`src/rtl/dipc_pkg.sv`:
```
// shared types, codes and constants for the debounced change-of-state i/o ports
`default_nettype none

package dipc_pkg;

  localparam logic [7:0] DebounceRst = 8'd4;
  localparam logic [7:0] DebounceMax = 8'hFE;
  localparam logic [7:0] DebounceTop = 8'hFF;
  localparam logic [7:0] MaskRst     = 8'hFF;
  localparam logic [7:0] LevelRst    = 8'hFF;
  localparam logic [7:0] CountSat    = 8'hFF;
  localparam logic [7:0] LenErrByte1 = 8'h10;
  localparam logic [7:0] LenErrByte2 = 8'h82;

  typedef enum logic [1:0] {
    CMD_POLL   = 2'd0,
    CMD_WRITE  = 2'd1,
    CMD_RD_IN  = 2'd2,
    CMD_RD_OUT = 2'd3
  } dipc_cmd_e;

  typedef enum logic [1:0] {
    KIND_REPORT  = 2'd0,
    KIND_IN_READ = 2'd1,
    KIND_OUT_RD  = 2'd2,
    KIND_LEN_ERR = 2'd3
  } dipc_kind_e;

  typedef enum logic [2:0] {
    REG_DEBOUNCE = 3'd0,
    REG_COS_EN   = 3'd1,
    REG_MASK_A   = 3'd2,
    REG_MASK_B   = 3'd3,
    REG_OUT_MASK = 3'd4
  } dipc_reg_e;

  typedef enum logic [1:0] {
    PORT_NONE = 2'd0,
    PORT_A    = 2'd1,
    PORT_B    = 2'd2,
    PORT_RSVD = 2'd3
  } dipc_port_e;

  typedef struct packed {
    logic [1:0] cmd;
    logic [7:0] pins_a;
    logic [7:0] pins_b;
    logic       tx_busy;
    logic [3:0] data_length;
    logic [7:0] out_byte_a;
    logic [7:0] out_byte_b;
    logic [1:0] port_select;
  } dipc_item_t;

  typedef struct packed {
    dipc_kind_e kind;
    logic [7:0] first_byte;
    logic [7:0] second_byte;
  } dipc_res_t;

  typedef struct packed {
    logic [7:0] debounce_polls;
    logic       cos_enable;
    logic [7:0] cos_mask_a;
    logic [7:0] cos_mask_b;
    logic [7:0] out_mask;
  } dipc_cfg_t;

  typedef struct packed {
    logic [7:0] last_a;
    logic [7:0] last_b;
    logic [7:0] count;
    logic [7:0] level_a;
    logic [7:0] level_b;
  } dipc_state_t;

endpackage

`default_nettype wire

```
`src/rtl/dipc_if.sv`:
```
// valid/ready channel interfaces for command items and result items
`default_nettype none

interface dipc_in_if;
  logic       valid;
  logic       ready;
  logic [1:0] cmd;
  logic [7:0] pins_a;
  logic [7:0] pins_b;
  logic       tx_busy;
  logic [3:0] data_length;
  logic [7:0] out_byte_a;
  logic [7:0] out_byte_b;
  logic [1:0] port_select;

  modport source (
    output valid, cmd, pins_a, pins_b, tx_busy, data_length, out_byte_a, out_byte_b,
           port_select,
    input  ready
  );
  modport sink (
    input  valid, cmd, pins_a, pins_b, tx_busy, data_length, out_byte_a, out_byte_b,
           port_select,
    output ready
  );
endinterface

interface dipc_out_if;
  logic       valid;
  logic       ready;
  logic [1:0] kind;
  logic [7:0] first_byte;
  logic [7:0] second_byte;

  modport source (output valid, kind, first_byte, second_byte, input ready);
  modport sink (input valid, kind, first_byte, second_byte, output ready);
endinterface

`default_nettype wire

```
`src/rtl/dipc_core.sv`:
```
// combinational item processing: debounce compare, output latch update, reads
`default_nettype none

module dipc_core (
  input  dipc_pkg::dipc_item_t  item_i,
  input  dipc_pkg::dipc_cfg_t   cfg_i,
  input  dipc_pkg::dipc_state_t state_i,
  output dipc_pkg::dipc_state_t state_o,
  output logic                  res_valid_o,
  output dipc_pkg::dipc_res_t   res_o
);
  import dipc_pkg::*;

  logic [7:0] in_mask_b;
  logic [7:0] cur_a;
  logic [7:0] cur_b;
  logic       same;
  logic [7:0] count_inc;

  assign in_mask_b = ~cfg_i.out_mask;
  assign cur_a     = item_i.pins_a & cfg_i.cos_mask_a;
  assign cur_b     = item_i.pins_b & in_mask_b & cfg_i.cos_mask_b;
  assign same      = (cur_a == state_i.last_a) && (cur_b == state_i.last_b);
  assign count_inc = (state_i.count == CountSat) ? CountSat : state_i.count + 8'd1;

  always_comb begin
    state_o     = state_i;
    res_valid_o = 1'b0;
    res_o       = '{kind: KIND_REPORT, first_byte: 8'h00, second_byte: 8'h00};
    case (dipc_cmd_e'(item_i.cmd))
      CMD_POLL: begin
        if (cfg_i.cos_enable) begin
          if (same) begin
            state_o.count = 8'h00;
          end else begin
            state_o.count = count_inc;
            // report once the change outlasted the debounce window and tx is free
            if ((count_inc > cfg_i.debounce_polls) && !item_i.tx_busy) begin
              res_valid_o       = 1'b1;
              res_o.kind        = KIND_REPORT;
              res_o.first_byte  = item_i.pins_a;
              res_o.second_byte = item_i.pins_b & in_mask_b;
              state_o.last_a    = cur_a;
              state_o.last_b    = cur_b;
            end
          end
        end
      end
      CMD_WRITE: begin
        if (item_i.data_length == 4'd0) begin
          res_valid_o       = 1'b1;
          res_o.kind        = KIND_LEN_ERR;
          res_o.first_byte  = LenErrByte1;
          res_o.second_byte = LenErrByte2;
        end else begin
          state_o.level_a = item_i.out_byte_a;
          if (item_i.data_length >= 4'd2) begin
            state_o.level_b = (state_i.level_b & in_mask_b) |
                              (item_i.out_byte_b & cfg_i.out_mask);
          end
        end
      end
      CMD_RD_IN: begin
        res_valid_o = 1'b1;
        res_o.kind  = KIND_IN_READ;
        case (dipc_port_e'(item_i.port_select))
          PORT_A:  res_o.first_byte = item_i.pins_a;
          PORT_B:  res_o.first_byte = item_i.pins_b & in_mask_b;
          default: res_o.first_byte = 8'h00;
        endcase
      end
      CMD_RD_OUT: begin
        res_valid_o = 1'b1;
        res_o.kind  = KIND_OUT_RD;
        case (dipc_port_e'(item_i.port_select))
          PORT_A:  res_o.first_byte = state_i.level_a;
          PORT_B:  res_o.first_byte = state_i.level_b & cfg_i.out_mask;
          default: res_o.first_byte = 8'h00;
        endcase
      end
      default: ;
    endcase
  end

endmodule

`default_nettype wire

```
`src/rtl/digital_io_ports_debounced_cos.sv`:
```
// top level: two 8-bit i/o ports with debounced change-of-state reporting
`default_nettype none

// Two 8-bit digital ports: port A is input only with its own output latch, port B pins are
// outputs where out_mask is 1 and inputs elsewhere. Command items poll the pins,
// write the output latches or read back masked levels; a poll reports a change of the
// watched inputs once it has been seen on more than debounce_polls polls in a row and the
// transmitter is free. The block takes one item per clock cycle while the result side
// takes transfers. Each item is registered on acceptance and its result, if any, is
// registered in the output register when the item leaves the input register; a stalled
// output register holds the input register, and both sides keep moving as long as the
// result side takes transfers. Configuration writes through cfg_we_i/cfg_idx_i/cfg_data_i
// take effect at the write edge and are meant for idle periods; a debounce value of 255
// is stored as 254 and indexes beyond the register list are ignored.
module digital_io_ports_debounced_cos (
  input  wire        clk_i,
  input  wire        rst_ni,
  dipc_in_if.sink    in_i,
  dipc_out_if.source out_o,
  input  wire        cfg_we_i,
  input  wire  [2:0] cfg_idx_i,
  input  wire  [7:0] cfg_data_i
);
  import dipc_pkg::*;

  // configuration registers
  dipc_cfg_t   cfg_q;

  // persistent port state
  dipc_state_t state_q;
  dipc_state_t state_d;

  // input register stage
  dipc_item_t  item_q;
  dipc_item_t  item_d;
  logic        item_valid_q;

  // result register stage
  dipc_res_t   res_q;
  dipc_res_t   res_d;
  logic        res_valid_d;
  logic        out_valid_q;

  logic        in_xfer;
  logic        advance;

  assign item_d = '{cmd:         in_i.cmd,
                    pins_a:      in_i.pins_a,
                    pins_b:      in_i.pins_b,
                    tx_busy:     in_i.tx_busy,
                    data_length: in_i.data_length,
                    out_byte_a:  in_i.out_byte_a,
                    out_byte_b:  in_i.out_byte_b,
                    port_select: in_i.port_select};

  // the registered item moves on whenever the result slot is free or being emptied
  assign advance    = item_valid_q && (!out_valid_q || out_o.ready);
  assign in_i.ready = !item_valid_q || advance;
  assign in_xfer    = in_i.valid && in_i.ready;

  dipc_core u_core (
    .item_i      (item_q),
    .cfg_i       (cfg_q),
    .state_i     (state_q),
    .state_o     (state_d),
    .res_valid_o (res_valid_d),
    .res_o       (res_d)
  );

  // configuration write port
  always_ff @(posedge clk_i or negedge rst_ni) begin
    if (!rst_ni) begin
      cfg_q <= '{debounce_polls: DebounceRst,
                 cos_enable:     1'b0,
                 cos_mask_a:     MaskRst,
                 cos_mask_b:     MaskRst,
                 out_mask:       MaskRst};
    end else if (cfg_we_i) begin
      case (dipc_reg_e'(cfg_idx_i))
        REG_DEBOUNCE: cfg_q.debounce_polls <= (cfg_data_i == DebounceTop) ? DebounceMax
                                                                           : cfg_data_i;
        REG_COS_EN:   cfg_q.cos_enable     <= cfg_data_i[0];
        REG_MASK_A:   cfg_q.cos_mask_a     <= cfg_data_i;
        REG_MASK_B:   cfg_q.cos_mask_b     <= cfg_data_i;
        REG_OUT_MASK: cfg_q.out_mask       <= cfg_data_i;
        default: ;
      endcase
    end
  end

  // input stage control
  always_ff @(posedge clk_i or negedge rst_ni) begin
    if (!rst_ni) begin
      item_valid_q <= 1'b0;
    end else if (in_xfer) begin
      item_valid_q <= 1'b1;
    end else if (advance) begin
      item_valid_q <= 1'b0;
    end
  end

  // input stage payload
  always_ff @(posedge clk_i) begin
    if (in_xfer) begin
      item_q <= item_d;
    end
  end

  // debounce state and output latches commit when the item leaves the input stage
  always_ff @(posedge clk_i or negedge rst_ni) begin
    if (!rst_ni) begin
      state_q <= '{last_a: 8'h00, last_b: 8'h00, count: 8'h00,
                   level_a: LevelRst, level_b: LevelRst};
    end else if (advance) begin
      state_q <= state_d;
    end
  end

  // result stage control
  always_ff @(posedge clk_i or negedge rst_ni) begin
    if (!rst_ni) begin
      out_valid_q <= 1'b0;
    end else if (advance) begin
      out_valid_q <= res_valid_d;
    end else if (out_o.ready) begin
      out_valid_q <= 1'b0;
    end
  end

  // result stage payload
  always_ff @(posedge clk_i) begin
    if (advance && res_valid_d) begin
      res_q <= res_d;
    end
  end

  assign out_o.valid       = out_valid_q;
  assign out_o.kind        = res_q.kind;
  assign out_o.first_byte  = res_q.first_byte;
  assign out_o.second_byte = res_q.second_byte;

endmodule

`default_nettype wire

```
`src/flat_wrapper.sv`:
```
// flat-port wrapper written by rule: the top's interface ports become plain ports
module digital_io_ports_debounced_cos_flat import dipc_pkg::*;
  (clk_i, rst_ni, cfg_we_i, cfg_idx_i, cfg_data_i, in_i_valid, in_i_cmd, in_i_pins_a, in_i_pins_b, in_i_tx_busy, in_i_data_length, in_i_out_byte_a, in_i_out_byte_b, in_i_port_select, in_i_ready, out_o_valid, out_o_kind, out_o_first_byte, out_o_second_byte, out_o_ready);
  dipc_in_if in_i_i ();
  dipc_out_if out_o_i ();
  input  wire clk_i;
  input  wire rst_ni;
  input  wire cfg_we_i;
  input  wire  [2:0] cfg_idx_i;
  input  wire  [7:0] cfg_data_i;
  input wire logic [$bits(in_i_i.valid)-1:0] in_i_valid;
  input wire logic [$bits(in_i_i.cmd)-1:0] in_i_cmd;
  input wire logic [$bits(in_i_i.pins_a)-1:0] in_i_pins_a;
  input wire logic [$bits(in_i_i.pins_b)-1:0] in_i_pins_b;
  input wire logic [$bits(in_i_i.tx_busy)-1:0] in_i_tx_busy;
  input wire logic [$bits(in_i_i.data_length)-1:0] in_i_data_length;
  input wire logic [$bits(in_i_i.out_byte_a)-1:0] in_i_out_byte_a;
  input wire logic [$bits(in_i_i.out_byte_b)-1:0] in_i_out_byte_b;
  input wire logic [$bits(in_i_i.port_select)-1:0] in_i_port_select;
  output wire logic [$bits(in_i_i.ready)-1:0] in_i_ready;
  output wire logic [$bits(out_o_i.valid)-1:0] out_o_valid;
  output wire logic [$bits(out_o_i.kind)-1:0] out_o_kind;
  output wire logic [$bits(out_o_i.first_byte)-1:0] out_o_first_byte;
  output wire logic [$bits(out_o_i.second_byte)-1:0] out_o_second_byte;
  input wire logic [$bits(out_o_i.ready)-1:0] out_o_ready;
  assign in_i_i.valid = in_i_valid;
  assign in_i_i.cmd = in_i_cmd;
  assign in_i_i.pins_a = in_i_pins_a;
  assign in_i_i.pins_b = in_i_pins_b;
  assign in_i_i.tx_busy = in_i_tx_busy;
  assign in_i_i.data_length = in_i_data_length;
  assign in_i_i.out_byte_a = in_i_out_byte_a;
  assign in_i_i.out_byte_b = in_i_out_byte_b;
  assign in_i_i.port_select = in_i_port_select;
  assign in_i_ready = in_i_i.ready;
  assign out_o_valid = out_o_i.valid;
  assign out_o_kind = out_o_i.kind;
  assign out_o_first_byte = out_o_i.first_byte;
  assign out_o_second_byte = out_o_i.second_byte;
  assign out_o_i.ready = out_o_ready;
  digital_io_ports_debounced_cos u_core (.clk_i(clk_i), .rst_ni(rst_ni), .in_i(in_i_i), .out_o(out_o_i), .cfg_we_i(cfg_we_i), .cfg_idx_i(cfg_idx_i), .cfg_data_i(cfg_data_i));
endmodule
```
`config.mk`:
```
export PLATFORM = sky130hd
export DESIGN_NAME = digital_io_ports_debounced_cos_flat
export DESIGN_NICKNAME = d
export VERILOG_FILES = /design/src/rtl/dipc_pkg.sv /design/src/rtl/dipc_if.sv /design/src/rtl/dipc_core.sv /design/src/rtl/digital_io_ports_debounced_cos.sv /design/src/flat_wrapper.sv
export SDC_FILE = /design/constraint.sdc
export NUM_CORES = 1
export LEC_CHECK = 0
export BUFFER_PORTS_ARGS = -buffer_cell sky130_fd_sc_hd__buf_2
export CAP_MARGIN = 20
export CORE_ASPECT_RATIO = 0.6
export CORE_MARGIN = 2
export CORE_UTILIZATION = 38
export DETAILED_ROUTE_END_ITERATION = 6
export PLACE_DENSITY = 0.65
export RECOVER_POWER = 100
export SLEW_MARGIN = 10
export SYNTH_ARGS = -nofsm -noshare
export SYNTH_HDL_FRONTEND = slang
export SYNTH_HIERARCHICAL = 1
export SYNTH_SLANG_ARGS = --single-unit
```
`constraint.sdc`:
```
create_clock -name clk_i -period 3.44 [get_ports clk_i]
set_clock_uncertainty 0.05 [all_clocks]
set_input_delay 0.344 -clock clk_i [delete_from_list [all_inputs] [get_ports clk_i]]
set_output_delay 0.344 -clock clk_i [all_outputs]
set_load 0.01 [all_outputs]
```
==> impl_metrics.env <==
export IMPL_run_status="finished, violations left"
export IMPL_violations_in_the_final_reports="max-capacitance violations, max-slew violations"
export IMPL_final_fill_count=1523
export IMPL_routed_wire_length_microns=16200
export IMPL_crit_top_cell="mux2_2"
export IMPL_synth_async_sr_flop_share_pct=56.0
export IMPL_h_tree_depth=4
export IMPL_synth_enable_flop_cells=59
export IMPL_wl_per_instance_microns=19.9
export IMPL_topRoutingLayerUsed="met4"
export IMPL_gpl_final_weighted_congestion=0.896
export IMPL_pin_count_of_the_biggest_net_entering_global_routing=76
export IMPL_critPathBufInv=1
export IMPL_ys_types=53
export IMPL_synthesis_instances=483
export IMPL_placement_io_buffers=76
export IMPL_remaining_drc_errors=0
export IMPL_grtUsageTotal_pct=18.6
export IMPL_min_from="in_i_out_byte_b[5]"
export IMPL_final_min_period_over_clock_period_pct=93.5
export IMPL_count_of_final_hold_check_violations=0
export IMPL_max_slew_margin_pct=-30.8
export IMPL_dpl_cell_count=780
export IMPL_numCtsBuffers=17
export IMPL_max_vdd_ir_drop_v=0.000317
export IMPL_holdBufCountCts=0
export IMPL_hold_path_end="u_core/item_q[7]$_DFFE_PP_"
export IMPL_synth_top_flop_cell="edfxtp_1"
export IMPL_met3WireLength_microns=1200
export IMPL_yosys_warnings=6
export IMPL_crit_path_end_kind="register"
export IMPL_rr_worst_depth=6
export IMPL_ys_seq_elements=134
export IMPL_grt_overflow_total=0
export IMPL_cts_path_max_buffers=2
export IMPL_critical_path_max_stage_delay_ns=1.17
export IMPL_ctsRootBufferMaster="clkbuf_16"
export IMPL_met1_length_microns=7910
export IMPL_dieArea_sq_um=18000
export IMPL_setup_viol=0
export IMPL_met2WireLength_microns=6890
export IMPL_rr_startpoint="u_core/item_q[39]$_DFFE_PP_"
export IMPL_initial_core_util_pct=39.3
export IMPL_antenna_violating_nets_post_route=0
export IMPL_power_density_nw_per_um2=653
export IMPL_grt_first_pass_wirelength_microns=24900
export IMPL_initialDrtViolationCount=316
export IMPL_worst_setup_hold_path_clk_slew_ns=0.06
export IMPL_tightest_slew_ns=1.96
export IMPL_critical_path_required_ns=3.73
export IMPL_fin_nets=641
export IMPL_worst_hold_path_type="input pin to register"
export IMPL_stdcell_count=814
export IMPL_final_util_pct=46.8
export IMPL_criticalPathCategory="register to register"
export IMPL_cp_slowest_cell="nor3b_1"
export IMPL_synth_seq_area_share_pct=57.4
export IMPL_ioPinCount=77
export IMPL_report_final_slew_viol_count=128
export IMPL_num_antenna_cells=0
export IMPL_floorplan_rows=36
export IMPL_fp_coreArea_sq_um=16400
export IMPL_power_total_mw=5.01
export IMPL_drive_gt1_share_pct=39.4
export IMPL_rsz0062_at_grt="false"
export IMPL_critical_path_startpoint_type="register"
export IMPL_hpwl_microns=11600
export IMPL_standby_leakage_power_nw=3.07
export IMPL_maxCapViolCount=5
export IMPL_cpLargestDelayFamily="simple AND/OR/NAND/NOR gates"
export IMPL_timing_fmax_ghz=0.311
export IMPL_reg2reg_slack_ns=0.23
export IMPL_area_growth_synth_to_final_pct=19.2
export IMPL_vias=4435
export IMPL_number_of_global_route_vias_before_repair=4434
export IMPL_cts_tree="yes"
export IMPL_synthesis_area_sq_um=6440
export IMPL_drt_first_pass_iters=5
export IMPL_synthesized_nets=551
export IMPL_avgViaCountPerCell=5.45
export IMPL_post_synth_cell_area_avg_sq_um=13.3
export IMPL_number_of_antenna_violations_at_the_first_check_in_global_routing=0
export IMPL_arrival_ns=3.51
export IMPL_finalSetupTns_ns=0
export IMPL_r2r_end="u_core/state_q[7]$_DFFE_PN1P_"
export IMPL_dieWidth_microns=172
export IMPL_critical_path_peak_fanout=9
export IMPL_die_h_microns=105
export IMPL_post_route_min_period_ns=3.21
export IMPL_chain_of_cells_forming_the_critical_path="buf_4 -> nor3b_1 -> o31a_1 -> nand2_1 -> mux2_2 -> mux2_2"
export IMPL_numClockSinks=134
export IMPL_hold_path_depth=1
export IMPL_worstSkewPairLatency_ns=0.42
## placed cells by master, fill, tap and decap left out, types with 17 or more instances in the layout
cell	instances
edfxtp_1	59
clkbuf_1	24
dfstp_2	41
buf_2	54
nand2_1	23
mux2_2	88
clkbuf_16	17
dfrtp_1	34
a21oi_1	21
inv_1	23
## sequential cells by signal (all words and copies together) (netlist names)
signal	cells
u_core/state_q	40
u_core/out_o.second_byte	8
u_core/item_valid_q	1
u_core/cfg_q	33
u_core/out_o.valid	1
u_core/out_o.kind	2
u_core/out_o.first_byte	8
u_core/item_q	41
## metal layers
| metal | GRT usage, % | vias to the layer above |
|---|---|---|
| li1 | - | 2013 |
| met1 | 28.2 | 2215 |
| met2 | 26.1 | 186 |
| met3 | 5.08 | 21 |
| met4 | 4.68 | 0 |
| met5 | 0 | - |
## cells in the mapped netlist (2+ instances only)
master / n / area [sq um]
mux2_2: 89 / 1000
edfxtp_1: 59 / 1770
dfstp_2: 41 / 1080
dfrtp_1: 34 / 851
inv_1: 23 / 86.3
nand2_1: 23 / 86.3
a21oi_1: 21 / 105
nand3_1: 16 / 80.1
and3_1: 12 / 75.1
xnor2_1: 12 / 105
ha_1: 11 / 138
a221oi_1: 9 / 78.8
a22o_1: 9 / 78.8
mux2i_1: 9 / 90.1
nand3b_1: 9 / 67.6
nor2_1: 9 / 33.8
clkbuf_1: 8 / 30.0
o2bb2ai_1: 8 / 70.1
a32oi_1: 7 / 61.3
and2_1: 7 / 43.8
nor2b_1: 7 / 43.8
buf_2: 6 / 30.0
nand4_1: 5 / 31.3
o22ai_1: 5 / 31.3
nand2b_1: 4 / 25.0
o21ai_0: 4 / 20.0
a31oi_1: 3 / 18.8
a21o_1: 2 / 15.0
and4bb_2: 2 / 25.0
buf_6: 2 / 22.5
nand4b_1: 2 / 17.5
nor3_2: 2 / 20.0
o31a_1: 2 / 17.5
or3_1: 2 / 12.5
## worst register-to-register path, delay by kind of cell, from the launching register on
family          cells  cell delay, ns
simple gates        2            1.30
flops               1            0.50
buf+inv             1            0.22
compound gates      1            0.52
mux                 2            0.55
## worst max-delay path by stage
stage                                   start                                    end  slack, ns  cells past startpoint
4_1_cts        u_core/state_q[16]$_DFFE_PN0P_         u_core/state_q[27]$_DFFE_PN0P_       0.10                     11
2_1_floorplan  u_core/state_q[16]$_DFFE_PN0P_   u_core/out_o.first_byte[0]$_DFFE_PP_       0.11                     13
5_1_grt        u_core/state_q[16]$_DFFE_PN0P_  u_core/out_o.second_byte[4]$_DFFE_PP_      0.005                     12
6_report          u_core/item_q[39]$_DFFE_PP_          u_core/state_q[7]$_DFFE_PN1P_       0.23                      6
3_5_place_dp   u_core/state_q[16]$_DFFE_PN0P_         u_core/state_q[27]$_DFFE_PN0P_       0.13                     11
3_3_place_gp   u_core/state_q[16]$_DFFE_PN0P_         u_core/state_q[27]$_DFFE_PN0P_       0.27                     11
## timing repair
item	4_1_cts	5_1_grt
gates resized for setup	0	1
setup endpoints to repair	0	35
setup buffers	0	2
## stage by stage
step / setup slack, ns / hold WS [ns] / cell area [sq um]
after CTS: 0.100 / 0.0322 / 7730
final: 0.225 / 0.0510 / 7680
after floorplan: 0.106 / -0.00159 / 6440
after global placement: 0.265 / 0.437 / 7110
after detailed placement: 0.126 / 0.445 / 7110
after global routing: 0.00466 / 0.0294 / 7680
## cell type report
| class | instances | area, sq um | area share [%] |
|---|---|---|---|
| repair buffers | 88 | 445 | 5.80 |
| flip-flops and latches | 134 | 3700 | 48.2 |
| well taps | 228 | 285 | 3.71 |
| inverters | 23 | 86.3 | 1.12 |
| multi-input cells | 309 | 2540 | 33.1 |
| clock buffers | 17 | 425 | 5.54 |
| clock inverters | 15 | 195 | 2.54 |
## kinds of logic after synthesis
logic type                 synth area share, %
DFF                                       57.4
adders and majority gates                 2.14
AOI/OAI and AO/OA                         9.30
and+or+nand+nor                           9.88
xor gates and xnor gates                  1.63
muxes                                     17.0
buffers and inverters                     2.68
## power breakdown
part	total, mW	leakage [nW]	switching [mW]	internal [mW]
logic	0.832	1.33	0.407	0.426
registers	2.28	1.45	0.224	2.06
clock network	1.90	0.291	0.737	1.16
total	5.01	3.07	1.37	3.65
(Power assumes the default switching activity.)
